$ cat src/rtl/smc_pkg.sv
// stepper motion controller package: item and register types, command and
// register codes, reset values and coil phase tables
// no dependencies
package smc_pkg;

    // position counter width default
    localparam int POS_BITS_DEF = 16;

    // command codes carried in tuser
    localparam logic [2:0] ACT_TICK     = 3'd0;
    localparam logic [2:0] ACT_JOG_IN   = 3'd1;
    localparam logic [2:0] ACT_JOG_OUT  = 3'd2;
    localparam logic [2:0] ACT_FAST_JOG = 3'd3;
    localparam logic [2:0] ACT_REL_MOVE = 3'd4;
    localparam logic [2:0] ACT_ABS_MOVE = 3'd5;
    localparam logic [2:0] ACT_STOP     = 3'd6;

    // configuration register indexes
    localparam logic [2:0] REG_JOG_DELAY      = 3'd0;
    localparam logic [2:0] REG_FAST_JOG_DELAY = 3'd1;
    localparam logic [2:0] REG_AUTO_DELAY     = 3'd2;
    localparam logic [2:0] REG_LIMIT_LOW      = 3'd3;
    localparam logic [2:0] REG_LIMIT_HIGH     = 3'd4;
    localparam logic [2:0] REG_BACKLASH       = 3'd5;
    localparam logic [2:0] REG_STEP_MODE      = 3'd6;
    localparam logic [2:0] REG_DRIVE_OPTIONS  = 3'd7;

    // step modes
    localparam logic [1:0] MODE_HALF   = 2'd0;
    localparam logic [1:0] MODE_FULL   = 2'd1;
    localparam logic [1:0] MODE_SINGLE = 2'd2;

    // register reset values
    localparam logic [15:0] RST_JOG_DELAY      = 16'd50;
    localparam logic [15:0] RST_FAST_JOG_DELAY = 16'd10;
    localparam logic [15:0] RST_AUTO_DELAY     = 16'd10;
    localparam logic [15:0] RST_LIMIT_LOW      = 16'd0;
    localparam logic [15:0] RST_LIMIT_HIGH     = 16'd10000;
    localparam logic [15:0] RST_BACKLASH       = 16'd0;
    localparam logic [1:0]  RST_STEP_MODE      = MODE_FULL;
    localparam logic [1:0]  RST_DRIVE_OPTIONS  = 2'd0;
    localparam logic [15:0] RST_ACTIVE_DELAY   = 16'd10;

    // configuration registers as seen by the core
    typedef struct packed {
        logic [15:0] jog_delay;
        logic [15:0] fast_jog_delay;
        logic [15:0] auto_delay;
        logic [15:0] limit_low;
        logic [15:0] limit_high;
        logic [15:0] backlash_steps;
        logic [1:0]  step_mode;
        logic [1:0]  drive_options;
    } cfg_t;

    // one input item
    typedef struct packed {
        logic [2:0]  action;
        logic [15:0] amount;
        logic        move_dir;
        logic        force_stop;
    } cmd_t;

    // one result item
    typedef struct packed {
        logic [3:0]  coils;
        logic        drive_enable;
        logic        moving;
        logic [15:0] position;
        logic        stopped_pulse;
    } res_t;

    // half-step coil pattern
    function automatic logic [3:0] half_coils(input logic [2:0] idx);
        logic [3:0] c;
        case (idx)
            3'd0:    c = 4'h2;
            3'd1:    c = 4'hA;
            3'd2:    c = 4'h8;
            3'd3:    c = 4'h9;
            3'd4:    c = 4'h1;
            3'd5:    c = 4'h5;
            3'd6:    c = 4'h4;
            default: c = 4'h6;
        endcase
        return c;
    endfunction

    // two-coil full-step pattern
    function automatic logic [3:0] full_coils(input logic [1:0] idx);
        logic [3:0] c;
        case (idx)
            2'd0:    c = 4'hA;
            2'd1:    c = 4'h6;
            2'd2:    c = 4'h5;
            default: c = 4'h9;
        endcase
        return c;
    endfunction

    // single-coil low-power pattern
    function automatic logic [3:0] single_coils(input logic [1:0] idx);
        logic [3:0] c;
        case (idx)
            2'd0:    c = 4'h2;
            2'd1:    c = 4'h4;
            2'd2:    c = 4'h1;
            default: c = 4'h8;
        endcase
        return c;
    endfunction

endpackage

$ cat src/rtl/smc_cfg_regs.sv
// configuration register file of the stepper motion controller
// depends on smc_pkg
module smc_cfg_regs
    import smc_pkg::*;
(
    input  logic        clk,
    input  logic        rst_n,
    input  logic        cfg_valid,
    output logic        cfg_ready,
    input  logic [2:0]  cfg_index,
    input  logic [15:0] cfg_data,
    output cfg_t        cfg
);

    cfg_t cfg_reg;
    cfg_t cfg_next;

    // writes are always taken
    assign cfg_ready = 1'b1;

    // register decode
    always_comb
    begin
        cfg_next = cfg_reg;
        if (cfg_valid)
        begin
            case (cfg_index)
                REG_JOG_DELAY:      cfg_next.jog_delay      = cfg_data;
                REG_FAST_JOG_DELAY: cfg_next.fast_jog_delay = cfg_data;
                REG_AUTO_DELAY:     cfg_next.auto_delay     = cfg_data;
                REG_LIMIT_LOW:      cfg_next.limit_low      = cfg_data;
                REG_LIMIT_HIGH:     cfg_next.limit_high     = cfg_data;
                REG_BACKLASH:       cfg_next.backlash_steps = cfg_data;
                REG_STEP_MODE:      cfg_next.step_mode      = cfg_data[1:0];
                REG_DRIVE_OPTIONS:  cfg_next.drive_options  = cfg_data[1:0];
                default:            cfg_next = cfg_reg;
            endcase
        end
    end

    always_ff @(posedge clk or negedge rst_n)
    begin
        if (!rst_n)
        begin
            cfg_reg.jog_delay      <= RST_JOG_DELAY;
            cfg_reg.fast_jog_delay <= RST_FAST_JOG_DELAY;
            cfg_reg.auto_delay     <= RST_AUTO_DELAY;
            cfg_reg.limit_low      <= RST_LIMIT_LOW;
            cfg_reg.limit_high     <= RST_LIMIT_HIGH;
            cfg_reg.backlash_steps <= RST_BACKLASH;
            cfg_reg.step_mode      <= RST_STEP_MODE;
            cfg_reg.drive_options  <= RST_DRIVE_OPTIONS;
        end
        else
        begin
            cfg_reg <= cfg_next;
        end
    end

    assign cfg = cfg_reg;

endmodule

$ cat src/rtl/smc_core.sv
// motion state of the stepper controller and the per-item update logic
// depends on smc_pkg
module smc_core
    import smc_pkg::*;
#(
    parameter int POS_BITS = POS_BITS_DEF
)
(
    input  logic clk,
    input  logic rst_n,
    input  logic step_en,
    input  cmd_t cmd,
    input  cfg_t cfg,
    output res_t res
);

    localparam int CMP_W = (POS_BITS > 16) ? POS_BITS : 16;

    logic                is_moving_reg, is_moving_next;
    logic                manual_mode_reg, manual_mode_next;
    logic                last_dir_reg, last_dir_next;
    logic                stop_pending_reg, stop_pending_next;
    logic                drive_on_reg, drive_on_next;
    logic [2:0]          phase_reg, phase_next;
    logic [3:0]          coil_reg, coil_next;
    logic [POS_BITS-1:0] pos_reg, pos_next;
    logic [POS_BITS-1:0] target_reg, target_next;
    logic [15:0]         backlash_reg, backlash_next;
    logic [15:0]         countdown_reg, countdown_next;
    logic [15:0]         delay_reg, delay_next;
    logic                pulse;

    // next state for the item in the input stage
    always_comb
    begin
        logic                start;
        logic                dir_outward;
        logic                stop_now;
        logic [2:0]          mask;
        logic [2:0]          idx;
        logic                inc;
        logic [15:0]         limit;
        logic [POS_BITS-1:0] amt;
        logic [15:0]         bl_dec;

        is_moving_next    = is_moving_reg;
        manual_mode_next  = manual_mode_reg;
        last_dir_next     = last_dir_reg;
        stop_pending_next = stop_pending_reg;
        drive_on_next     = drive_on_reg;
        phase_next        = phase_reg;
        coil_next         = coil_reg;
        pos_next          = pos_reg;
        target_next       = target_reg;
        backlash_next     = backlash_reg;
        countdown_next    = countdown_reg;
        delay_next        = delay_reg;
        pulse             = 1'b0;
        start             = 1'b0;
        dir_outward       = 1'b0;
        stop_now          = 1'b0;

        mask   = (cfg.step_mode == MODE_HALF) ? 3'd7 : 3'd3;
        inc    = (!last_dir_reg) ^ cfg.drive_options[0];
        idx    = phase_reg & mask;
        limit  = last_dir_reg ? cfg.limit_high : cfg.limit_low;
        amt    = POS_BITS'(CMP_W'(cmd.amount));
        bl_dec = backlash_reg - 16'd1;

        case (cmd.action)
            ACT_TICK:
            begin
                if (is_moving_reg)
                begin
                    if (countdown_reg <= 16'd1)
                    begin
                        countdown_next = delay_reg;
                        // advance the coil phase
                        idx = inc ? ((idx + 3'd1) & mask) : ((idx + mask) & mask);
                        phase_next = idx;
                        case (cfg.step_mode)
                            MODE_HALF:   coil_next = half_coils(idx);
                            MODE_SINGLE: coil_next = single_coils(idx[1:0]);
                            default:     coil_next = full_coils(idx[1:0]);
                        endcase
                        // destination, limit, backlash or position
                        if ((!manual_mode_reg && pos_reg == target_reg) ||
                            (CMP_W'(pos_reg) == CMP_W'(limit)))
                        begin
                            stop_now = 1'b1;
                        end
                        else if (backlash_reg != 16'd0)
                        begin
                            backlash_next = bl_dec;
                            if (stop_pending_reg && bl_dec == 16'd0)
                            begin
                                stop_now = 1'b1;
                            end
                        end
                        else if (last_dir_reg)
                        begin
                            pos_next = pos_reg + POS_BITS'(1);
                        end
                        else
                        begin
                            pos_next = pos_reg - POS_BITS'(1);
                        end
                    end
                    else
                    begin
                        countdown_next = countdown_reg - 16'd1;
                    end
                end
            end
            ACT_JOG_IN, ACT_JOG_OUT:
            begin
                manual_mode_next  = 1'b1;
                stop_pending_next = 1'b0;
                delay_next        = cfg.jog_delay;
                start             = 1'b1;
                dir_outward       = (cmd.action == ACT_JOG_OUT);
            end
            ACT_FAST_JOG:
            begin
                delay_next = cfg.fast_jog_delay;
            end
            ACT_REL_MOVE:
            begin
                manual_mode_next  = 1'b0;
                stop_pending_next = 1'b0;
                delay_next        = cfg.auto_delay;
                target_next       = cmd.move_dir ? (pos_reg + amt) : (pos_reg - amt);
                start             = 1'b1;
                dir_outward       = cmd.move_dir;
            end
            ACT_ABS_MOVE:
            begin
                manual_mode_next  = 1'b0;
                stop_pending_next = 1'b0;
                delay_next        = cfg.auto_delay;
                target_next       = amt;
                start             = (amt != pos_reg);
                dir_outward       = (amt > pos_reg);
            end
            ACT_STOP:
            begin
                if (is_moving_reg && manual_mode_reg && !cmd.force_stop &&
                    backlash_reg != 16'd0)
                begin
                    stop_pending_next = 1'b1;
                end
                else
                begin
                    stop_now = 1'b1;
                end
            end
            default:
            begin
                pulse = 1'b0;
            end
        endcase

        // start a move in the chosen direction
        if (start)
        begin
            if (last_dir_reg != dir_outward && backlash_reg == 16'd0)
            begin
                backlash_next = cfg.backlash_steps;
            end
            last_dir_next  = dir_outward;
            drive_on_next  = 1'b1;
            is_moving_next = 1'b1;
            countdown_next = delay_next;
        end

        // end of motion
        if (stop_now)
        begin
            if (!cfg.drive_options[1])
            begin
                drive_on_next = 1'b0;
            end
            stop_pending_next = 1'b0;
            pulse             = is_moving_reg;
            is_moving_next    = 1'b0;
        end
    end

    always_ff @(posedge clk or negedge rst_n)
    begin
        if (!rst_n)
        begin
            is_moving_reg    <= 1'b0;
            manual_mode_reg  <= 1'b0;
            last_dir_reg     <= 1'b0;
            stop_pending_reg <= 1'b0;
            drive_on_reg     <= 1'b0;
            phase_reg        <= 3'd0;
            coil_reg         <= 4'd0;
            pos_reg          <= '0;
            target_reg       <= '0;
            backlash_reg     <= 16'd0;
            countdown_reg    <= 16'd0;
            delay_reg        <= RST_ACTIVE_DELAY;
        end
        else if (step_en)
        begin
            is_moving_reg    <= is_moving_next;
            manual_mode_reg  <= manual_mode_next;
            last_dir_reg     <= last_dir_next;
            stop_pending_reg <= stop_pending_next;
            drive_on_reg     <= drive_on_next;
            phase_reg        <= phase_next;
            coil_reg         <= coil_next;
            pos_reg          <= pos_next;
            target_reg       <= target_next;
            backlash_reg     <= backlash_next;
            countdown_reg    <= countdown_next;
            delay_reg        <= delay_next;
        end
    end

    // result reflects the state after the item
    assign res.coils         = coil_next;
    assign res.drive_enable  = drive_on_next;
    assign res.moving        = is_moving_next;
    assign res.position      = 16'(CMP_W'(pos_next));
    assign res.stopped_pulse = pulse;

    // a pending stop only exists during a jog
    assert property (@(posedge clk) disable iff (!rst_n)
        stop_pending_reg |-> (is_moving_reg && manual_mode_reg))
        else $error("stop pending outside a running jog");

    // moving always keeps the driver enabled
    assert property (@(posedge clk) disable iff (!rst_n)
        is_moving_reg |-> drive_on_reg)
        else $error("moving with driver disabled");

    // a pending stop always waits on remaining backlash
    assert property (@(posedge clk) disable iff (!rst_n)
        stop_pending_reg |-> (backlash_reg != 16'd0))
        else $error("stop pending with no backlash left");

endmodule

$ cat src/rtl/stepper_motion_controller.sv
// stepper motion controller: one result item per command item; a command passes
// through the input register and then the result register, and m_tvalid rises as the result register loads
// one item per cycle sustained while m_tready stays high, set by the combinational update between the input
// register and the result register; a low m_tready while a result waits holds both registers
// reset (rst_n low, asynchronous) clears motion state and loads register defaults
// depends on smc_pkg, smc_cfg_regs, smc_core
module stepper_motion_controller
    import smc_pkg::*;
#(
    parameter int POS_BITS = POS_BITS_DEF
)
(
    input  logic        clk,
    input  logic        rst_n,
    input  logic        s_tvalid,
    output logic        s_tready,
    input  logic [23:0] s_tdata,   // amount[15:0], move_dir, force_stop, zero pad
    input  logic [2:0]  s_tuser,   // action
    output logic        m_tvalid,
    input  logic        m_tready,
    output logic [23:0] m_tdata,   // coils[3:0], drive_enable, moving, position[15:0],
                                   // stopped_pulse, zero pad
    input  logic        cfg_valid,
    output logic        cfg_ready,
    input  logic [2:0]  cfg_index,
    input  logic [15:0] cfg_data
);

    cfg_t cfg;
    cmd_t cmd_reg, cmd_next;
    res_t res;
    res_t res_reg;
    logic in_valid_reg, in_valid_next;
    logic out_valid_reg, out_valid_next;
    logic s_accept;
    logic advance;

    smc_cfg_regs u_cfg (
        .clk       (clk),
        .rst_n     (rst_n),
        .cfg_valid (cfg_valid),
        .cfg_ready (cfg_ready),
        .cfg_index (cfg_index),
        .cfg_data  (cfg_data),
        .cfg       (cfg)
    );

    smc_core #(
        .POS_BITS (POS_BITS)
    ) u_core (
        .clk     (clk),
        .rst_n   (rst_n),
        .step_en (advance),
        .cmd     (cmd_reg),
        .cfg     (cfg),
        .res     (res)
    );

    // stage handshakes
    assign advance   = in_valid_reg && (!out_valid_reg || m_tready);
    assign s_tready  = !in_valid_reg || advance;
    assign s_accept  = s_tvalid && s_tready;

    always_comb
    begin
        in_valid_next  = s_accept ? 1'b1 : (advance ? 1'b0 : in_valid_reg);
        out_valid_next = advance ? 1'b1 : (m_tready ? 1'b0 : out_valid_reg);
        cmd_next.action     = s_tuser;
        cmd_next.amount     = s_tdata[15:0];
        cmd_next.move_dir   = s_tdata[16];
        cmd_next.force_stop = s_tdata[17];
    end

    // control
    always_ff @(posedge clk or negedge rst_n)
    begin
        if (!rst_n)
        begin
            in_valid_reg  <= 1'b0;
            out_valid_reg <= 1'b0;
        end
        else
        begin
            in_valid_reg  <= in_valid_next;
            out_valid_reg <= out_valid_next;
        end
    end

    // input and result payload
    always_ff @(posedge clk)
    begin
        if (s_accept)
        begin
            cmd_reg <= cmd_next;
        end
        if (advance)
        begin
            res_reg <= res;
        end
    end

    assign m_tvalid = out_valid_reg;
    assign m_tdata  = {1'b0, res_reg.stopped_pulse, res_reg.position, res_reg.moving,
                       res_reg.drive_enable, res_reg.coils};

    // an item in the input stage moves on when the result slot is free
    assert property (@(posedge clk) disable iff (!rst_n)
        (in_valid_reg && !out_valid_reg) |=> out_valid_reg)
        else $error("input item did not advance into a free result slot");

    // a stop pulse reports motion that has ended
    assert property (@(posedge clk) disable iff (!rst_n)
        (out_valid_reg && res_reg.stopped_pulse) |-> !res_reg.moving)
        else $error("stop pulse while still moving");

    // a moving result always has the driver enabled
    assert property (@(posedge clk) disable iff (!rst_n)
        (out_valid_reg && res_reg.moving) |-> res_reg.drive_enable)
        else $error("moving result with driver disabled");

endmodule

$ cat config.mk
export PLATFORM = sky130hd
export DESIGN_NAME = stepper_motion_controller
export DESIGN_NICKNAME = d
export VERILOG_FILES = /design/src/rtl/smc_pkg.sv /design/src/rtl/smc_cfg_regs.sv /design/src/rtl/smc_core.sv /design/src/rtl/stepper_motion_controller.sv
export SDC_FILE = /design/constraint.sdc
export NUM_CORES = 1
export LEC_CHECK = 0
export BUFFER_PORTS_ARGS = -buffer_cell sky130_fd_sc_hd__buf_2
export CORE_MARGIN = 3
export CORE_UTILIZATION = 30
export CTS_CLUSTER_SIZE = 40
export DETAILED_ROUTE_END_ITERATION = 8
export HOLD_SLACK_MARGIN = 0.02
export PLACE_DENSITY = 0.5
export SLEW_MARGIN = 20
export SYNTH_ARGS = -nofsm -noshare
export SYNTH_HDL_FRONTEND = slang
export SYNTH_HIERARCHICAL = 1
export SYNTH_SLANG_ARGS = --single-unit
$ cat constraint.sdc
create_clock -name clk -period 6.6 [get_ports clk]
set_input_delay 1.32 -clock clk [delete_from_list [all_inputs] [get_ports clk]]
set_output_delay 1.32 -clock clk [all_outputs]
set_load 0.01 [all_outputs]
=== Word level (Yosys, flattened, before mapping) ===
Cells that the tools add are included.

* Order comparisons: 2
* Add/sub/neg operators: 8
* Reduce and logical (&&, ||, !) cells: 49
* Muxes and demuxes: 52
* Bitwise operators: 4
* Equal/unequal tests: 27

{| class="wikitable"
|+ Operators with widths
! kind !! number
|-
| 2-to-1 mux 16 bit || 19
|-
| one-hot mux 16 bit (3 select lines) || 1
|-
| subtractor 16 x 1 -> 16 bit (second input constant) || 3
|-
| equality test 16 bit || 2
|-
| zero test 16 bit || 2
|-
| one-hot mux 16 bit (2 select lines) || 1
|-
| equality test 3 bit (second input constant) || 10
|-
| one-hot mux 4 bit (7 select lines) || 1
|-
| one-hot mux 4 bit (3 select lines) || 2
|-
| AND reduction 2 bit || 11
|-
| equality test 3 x 2 -> 1 bit (second input constant) || 6
|-
| 2-to-1 mux 1 bit || 17
|-
| adder 16 x 1 -> 16 bit (second input constant) || 1
|-
| adder 16 bit || 1
|-
| > comparator 16 bit || 1
|-
| less-or-equal comparator 16 x 1 -> 1 bit (second input constant) || 1
|-
| != test 16 bit || 1
|-
| nonzero test 16 bit || 1
|-
| subtractor 16 bit || 1
|-
| 2-to-1 mux 4 bit || 3
|-
| nonzero test 2 bit || 6
|-
| bitwise AND 3 bit || 3
|-
| equality test 3 x 1 -> 1 bit (second input constant) || 3
|-
| zero test 3 bit || 3
|-
| 21 further kinds || 42
|}

* Output and inout bits: 27
* Register bits: 238

=== Depth between registers and ports, before layout ===
* Depth after elaboration: 12
* Depth in mapped cells: 14
* Mapped depth without buffers: 12

=== Modules after synthesis ===
Netlist, hierarchy kept.

{| class="wikitable"
|+ Modules (own cells, without submodules)
! module !! times used !! cells each !! sequential area each (um^2) !! area an instance (um^2)
|-
| smc_core || 1 || 1067 || 2304.7 || 8409.3
|-
| smc_cfg_regs || 1 || 223 || 2518.7 || 3912.5
|-
| stepper_motion_controller || 1 || 54 || 1371.3 || 1436.4
|}

=== Worst setup path before layout ===
OpenSTA, ideal clock, no wires.

* Path type: input -> register
* Start: input port m_tready
* End: register u_core.backlash_reg[12]
* Path slack: 2.989 ns
* Data required time: 6.506 ns
* Setup time: 0.094 ns
* Arrival: 3.517 ns
* Stages on the path: 8
* Cell sequence: nand2b_1 and2_1 clkbuf_1 clkinv_1 nor4b_2 nor4b_2 a211oi_1 a211oi_1

* Longest elaborated chain between the ends: 2

{| class="wikitable"
|+ Ends and longest elaborated chain
! what !! line !! RTL
|-
| start: declaration || stepper_motion_controller.sv:20 || <nowiki>input logic m_tready,</nowiki>
|-
| logical OR 1 bit || stepper_motion_controller.sv:60 || <nowiki>assign advance = in_valid_reg && (!out_valid_reg || m_tready);</nowiki>
|-
| logical AND 1 bit || stepper_motion_controller.sv:60 ||
|-
| via advance || stepper_motion_controller.sv:36 || <nowiki>logic advance;</nowiki>
|-
| end signal: assignment || smc_core.sv:217 || <nowiki>backlash_reg <= backlash_next;</nowiki>
|-
| end: declaration || smc_core.sv:28 || <nowiki>logic [15:0] backlash_reg, backlash_next;</nowiki>
|}

The timed path passes the listed nets, and every way through them passes these cells.
A chain may end at the register's enable or synchronous reset.

=== Worst setup path in the final report ===
* Start: register u_core.countdown_reg[8]
* End: register u_core.backlash_reg[11]

* Longest elaborated chain between the ends: 6

{| class="wikitable"
|+ Ends and longest elaborated chain
! what !! line !! RTL
|-
| start: declaration || smc_core.sv:29 || <nowiki>logic [15:0] countdown_reg, countdown_next;</nowiki>
|-
| start signal: assignment || smc_core.sv:218 || <nowiki>countdown_reg <= countdown_next;</nowiki>
|-
| less-or-equal comparator 16 x 1 -> 1 bit * || smc_core.sv:75 || <nowiki>if (countdown_reg <= 16'd1)</nowiki>
|-
| 2-to-1 mux 16 bit * || smc_core.sv:75 ||
|-
| 2-to-1 mux 16 bit * || smc_core.sv:73 || <nowiki>if (is_moving_reg)</nowiki>
|-
| 2-to-1 mux 16 bit * || smc_core.sv:70 || <nowiki>case (cmd.action)</nowiki>
|-
| 2-to-1 mux 16 bit || smc_core.sv:166 || <nowiki>if (last_dir_reg != dir_outward && backlash_reg == 16'd0)</nowiki>
|-
| 2-to-1 mux 16 bit * || smc_core.sv:164 || <nowiki>if (start)</nowiki>
|}

Every way passes the cells marked *; elsewhere a longest branch is shown, timed or not.

==> impl_results.md <==
* Slew HR at 37.0%
* DIE WIDTH at 220 um
* Fillers at 4,582
* CP peak stage delay at 720 ps
* Internal at 3.25 mW
* Seq/Total Area, Yosys at 45.0%
* Final Worst Setup Slack at 2810 ps
* Drt total wl at 36,800 um
* Min Hold Slack at 483 ps
* PwrDens at 306 nW/um^2
* Initial Util at 30.7%
* Post-Synth Adder-Cell Area at 5.86%
* Yosys warns at 6
* Slew @ Worst Pin at 945 ps
* Layout cells sized above 1 at 20.4%
* Max reg flops at 100
* FF+latch count, synth at 238
* Psw at 1.49 mW
* First-pass GRT wire length at 58,500 um
* Final period utilization at 57.4%
* RSZ-0062 raised after global routing: false
* Antenna viol nets, final at 0
* Simple-Gate Fraction of Synth Area at 12.7%
* Antenna violations before repair at 3
* Syn nets at 1,457
* Placed insts at 1,940
* CTS tree: done
* Core Rows at 77
* IO Port Bufs at 69
* Crit-path slowest cell: or3_1
* Area Growth Syn to Fin at 12.8%
* Leading area contributor after synthesis: dfrtp_1
* Post-synth EDFFs at 44
* CTS resizes at 0
* Post-CTS Hold Buffers at 0
* Final hold violations at 0
* Clock transition at the registers of the reported paths at 60 ps
* Peak VDD IR at 227 uV
* Total GRT Usage at 15.4%
* TritonCTS Sinks at 238
* Asr flop ratio synth at 81.5%
* Die area at 48,500 um^2
* Crit-path max FO at 17
* Max Slew Vio Count at 0
* Overflow left after global routing at 0
* Avg Vias per Cell at 5.02
* Top_reg_cell synth: dfrtp_1
* Required @ worst endpoint at 7070 ps
* Setup Fix Bufs, Post-CTS at 0
* # IOs at 78
* Drt wl/cell at 18.4 um
* Post-Synth XOR/XNOR Area at 5.28%
* Vias in the first global route at 10,200
* Cells after Synth at 1,344
* Hold crit path type: reg2reg
* Clock power share at 32.8%
* Net switching fraction of the power at 31.5%
* Clock Latency Late Sink at 580 ps
* Final setup violation count at 0
* Die Span Y at 220 um
* DR pass1 iterations at 5
* Largest net degree at the start of global routing at 106
* Combinational power share at 25.2%
* Initial DRC count at 588
* Total of max-cap violations at 0
* Max Freq at 264 MHz
* CP Data Arrival Time at 4260 ps
* Share of total power in sequential cells at 41.9%
* Level count of the clock H-tree at 1
* Setup_tns at 0 ps
* Antenna Cells at 0
* Count of cell types in the netlist at 82
* Largest cells by area after synthesis: dfrtp_1 33%, edfxtp_1 9.6%, mux2_2 8.5%
* Critical path endpoint category: flip-flop
* CP Launch Type: flip-flop
* Fin cells at 1,996
* Dpl ws at 2440 ps
* Fin crit period at 3790 ps
* HPWL after detailed placement at 25,200 um
* Area of the core at 44,800 um^2
* Crit Path Class: reg2reg
* Via count at 10,000
* Mux cell area share after synthesis at 11.7%
* Final Skew at 24.6 ps
* Root Driver: clkbuf_16
* Main combinational cell family by area after synthesis: compound AO/OA/AOI/OAI gates
* Clock Path Buffers at 3
* Crit path cell chain: or3_4 -> or4_4 -> nor2_4 -> and3_1 -> nand3_4 -> or3_1 -> nor4_2 -> a21oi_1 -> a31o_1
* Status: finished clean
* Placer Congestion at 0.849
* CTS buffer count at 30
* Mean Syn Cell Area at 10.2 um^2
* Nets@finish at 1,493
* Drt drc at 0
* Compound-gate portion of the synthesized area at 14.6%
* Post-Syn Area at 13,800 um^2
* Share of the synthesized area in the top cell type at 32.6%
* Leak Pwr at 6.52 nW
## critical path, delay by kind of cell, from the launching register on
family,cells,cell delay [ps]
AOI/OAI and AO/OA,2,320
and+or+nand+nor,7,2910
DFF,1,430
## cell families after synthesis
family / after synthesis
flip-flops: 238
AO/OA/AOI/OAI: 322
XOR/XNOR: 83
multiplexers: 143
other: 2
AND/OR/NAND/NOR: 352
buffers and inverters: 142
adder cells (fa/ha/maj): 62
## metrics by stage
| step | utilization [%] | instance area [um^2] | power [mW] |
|---|---|---|---|
| after floorplan | - | 13800 | 2.90 |
| after global placement | 32.5 | 14600 | 3.19 |
| after detailed placement | 32.5 | 14600 | 3.22 |
| after CTS | 34.6 | 15500 | 4.81 |
| after global routing | 34.6 | 15500 | 5.06 |
| final | 34.6 | 15500 | 4.74 |
## cell usage in the layout, fill, tap and decap left out, types with 10 or more instances in the layout
cell,n
buf_2,68
a21oi_1,101
xor2_1,27
mux2_4,10
mux2i_1,28
nor3_1,32
a22oi_1,30
nand3_1,21
clkbuf_1,11
dfrtp_1,179
dfstp_2,15
nand2b_1,12
or3_1,10
buf_4,14
edfxtp_1,44
nor2_1,106
nand2_1,104
a21o_1,13
a221oi_1,16
nor4_1,12
clkbuf_16,30
xnor2_1,55
ha_1,58
a31oi_1,11
inv_1,62
mux2_2,104
clkinv_2,10
o21ai_0,80
## layer usage
| layer | vias to the layer above | track usage [%] | routed length, um |
|---|---|---|---|
| met1 | 4931 | 21.8 | 17800 |
| met2 | 182 | 25.1 | 16900 |
| li1 | 4868 | - | - |
| met4 | 0 | 3.48 | 676 |
| met3 | 43 | 2.05 | 1440 |
| met5 | - | 0 | 0 |
## synthesized netlist by cell type (all sizes together), types with 16 or more instances
cell    number
xor2        28
a21oi      102
mux2i       28
ha          58
o21ai       84
buf         30
a221oi      16
xnor2       55
nor2       110
dfrtp      179
nor3        33
inv         62
nand3       23
clkbuf      49
edfxtp      44
mux2       115
a22oi       30
nand2      104
## path summary, 6_finish.rpt
path | start | end | slack [ps] | depth (start not counted)
max in group asynchronous | rst_n | u_core/target_reg[11]$_DFFE_PN0P_ | 4400 | 2
min in group asynchronous | rst_n | u_core/countdown_reg[10]$_DFFE_PN0P_ | 820 | 1
worst min register to register | u_core/backlash_reg[12]$_DFFE_PN0P_ | u_core/backlash_reg[12]$_DFFE_PN0P_ | 480 | 1
worst max-delay path | u_core/countdown_reg[8]$_DFFE_PN0P_ | u_core/backlash_reg[11]$_DFFE_PN0P_ | 2810 | 9
worst min-delay path | u_core/backlash_reg[12]$_DFFE_PN0P_ | u_core/backlash_reg[12]$_DFFE_PN0P_ | 480 | 1
worst max register to register | u_core/countdown_reg[8]$_DFFE_PN0P_ | u_core/backlash_reg[11]$_DFFE_PN0P_ | 2810 | 9
## power groups by stage
stage	sequential (mW)	combinational [mW]	clock, mW
after floorplan	1.95	0.953	0
after detailed placement	2.02	1.20	0
after CTS	1.99	1.21	1.61
after global routing	2.03	1.36	1.67
after global placement	2.01	1.18	0
final	1.99	1.20	1.56
## layout make-up
cell class              count  area [um^2]  area share, %
clock buffers              44          833           5.37
clock inverters            12          110          0.710
inverters                  63          236           1.52
multi-input cells         964         6940           44.7
flip-flops and latches    238         6190           39.9
well taps                 592          741           4.77
repair buffers             83          459           2.96
Note: power is estimated with default switching activity, not from simulation.
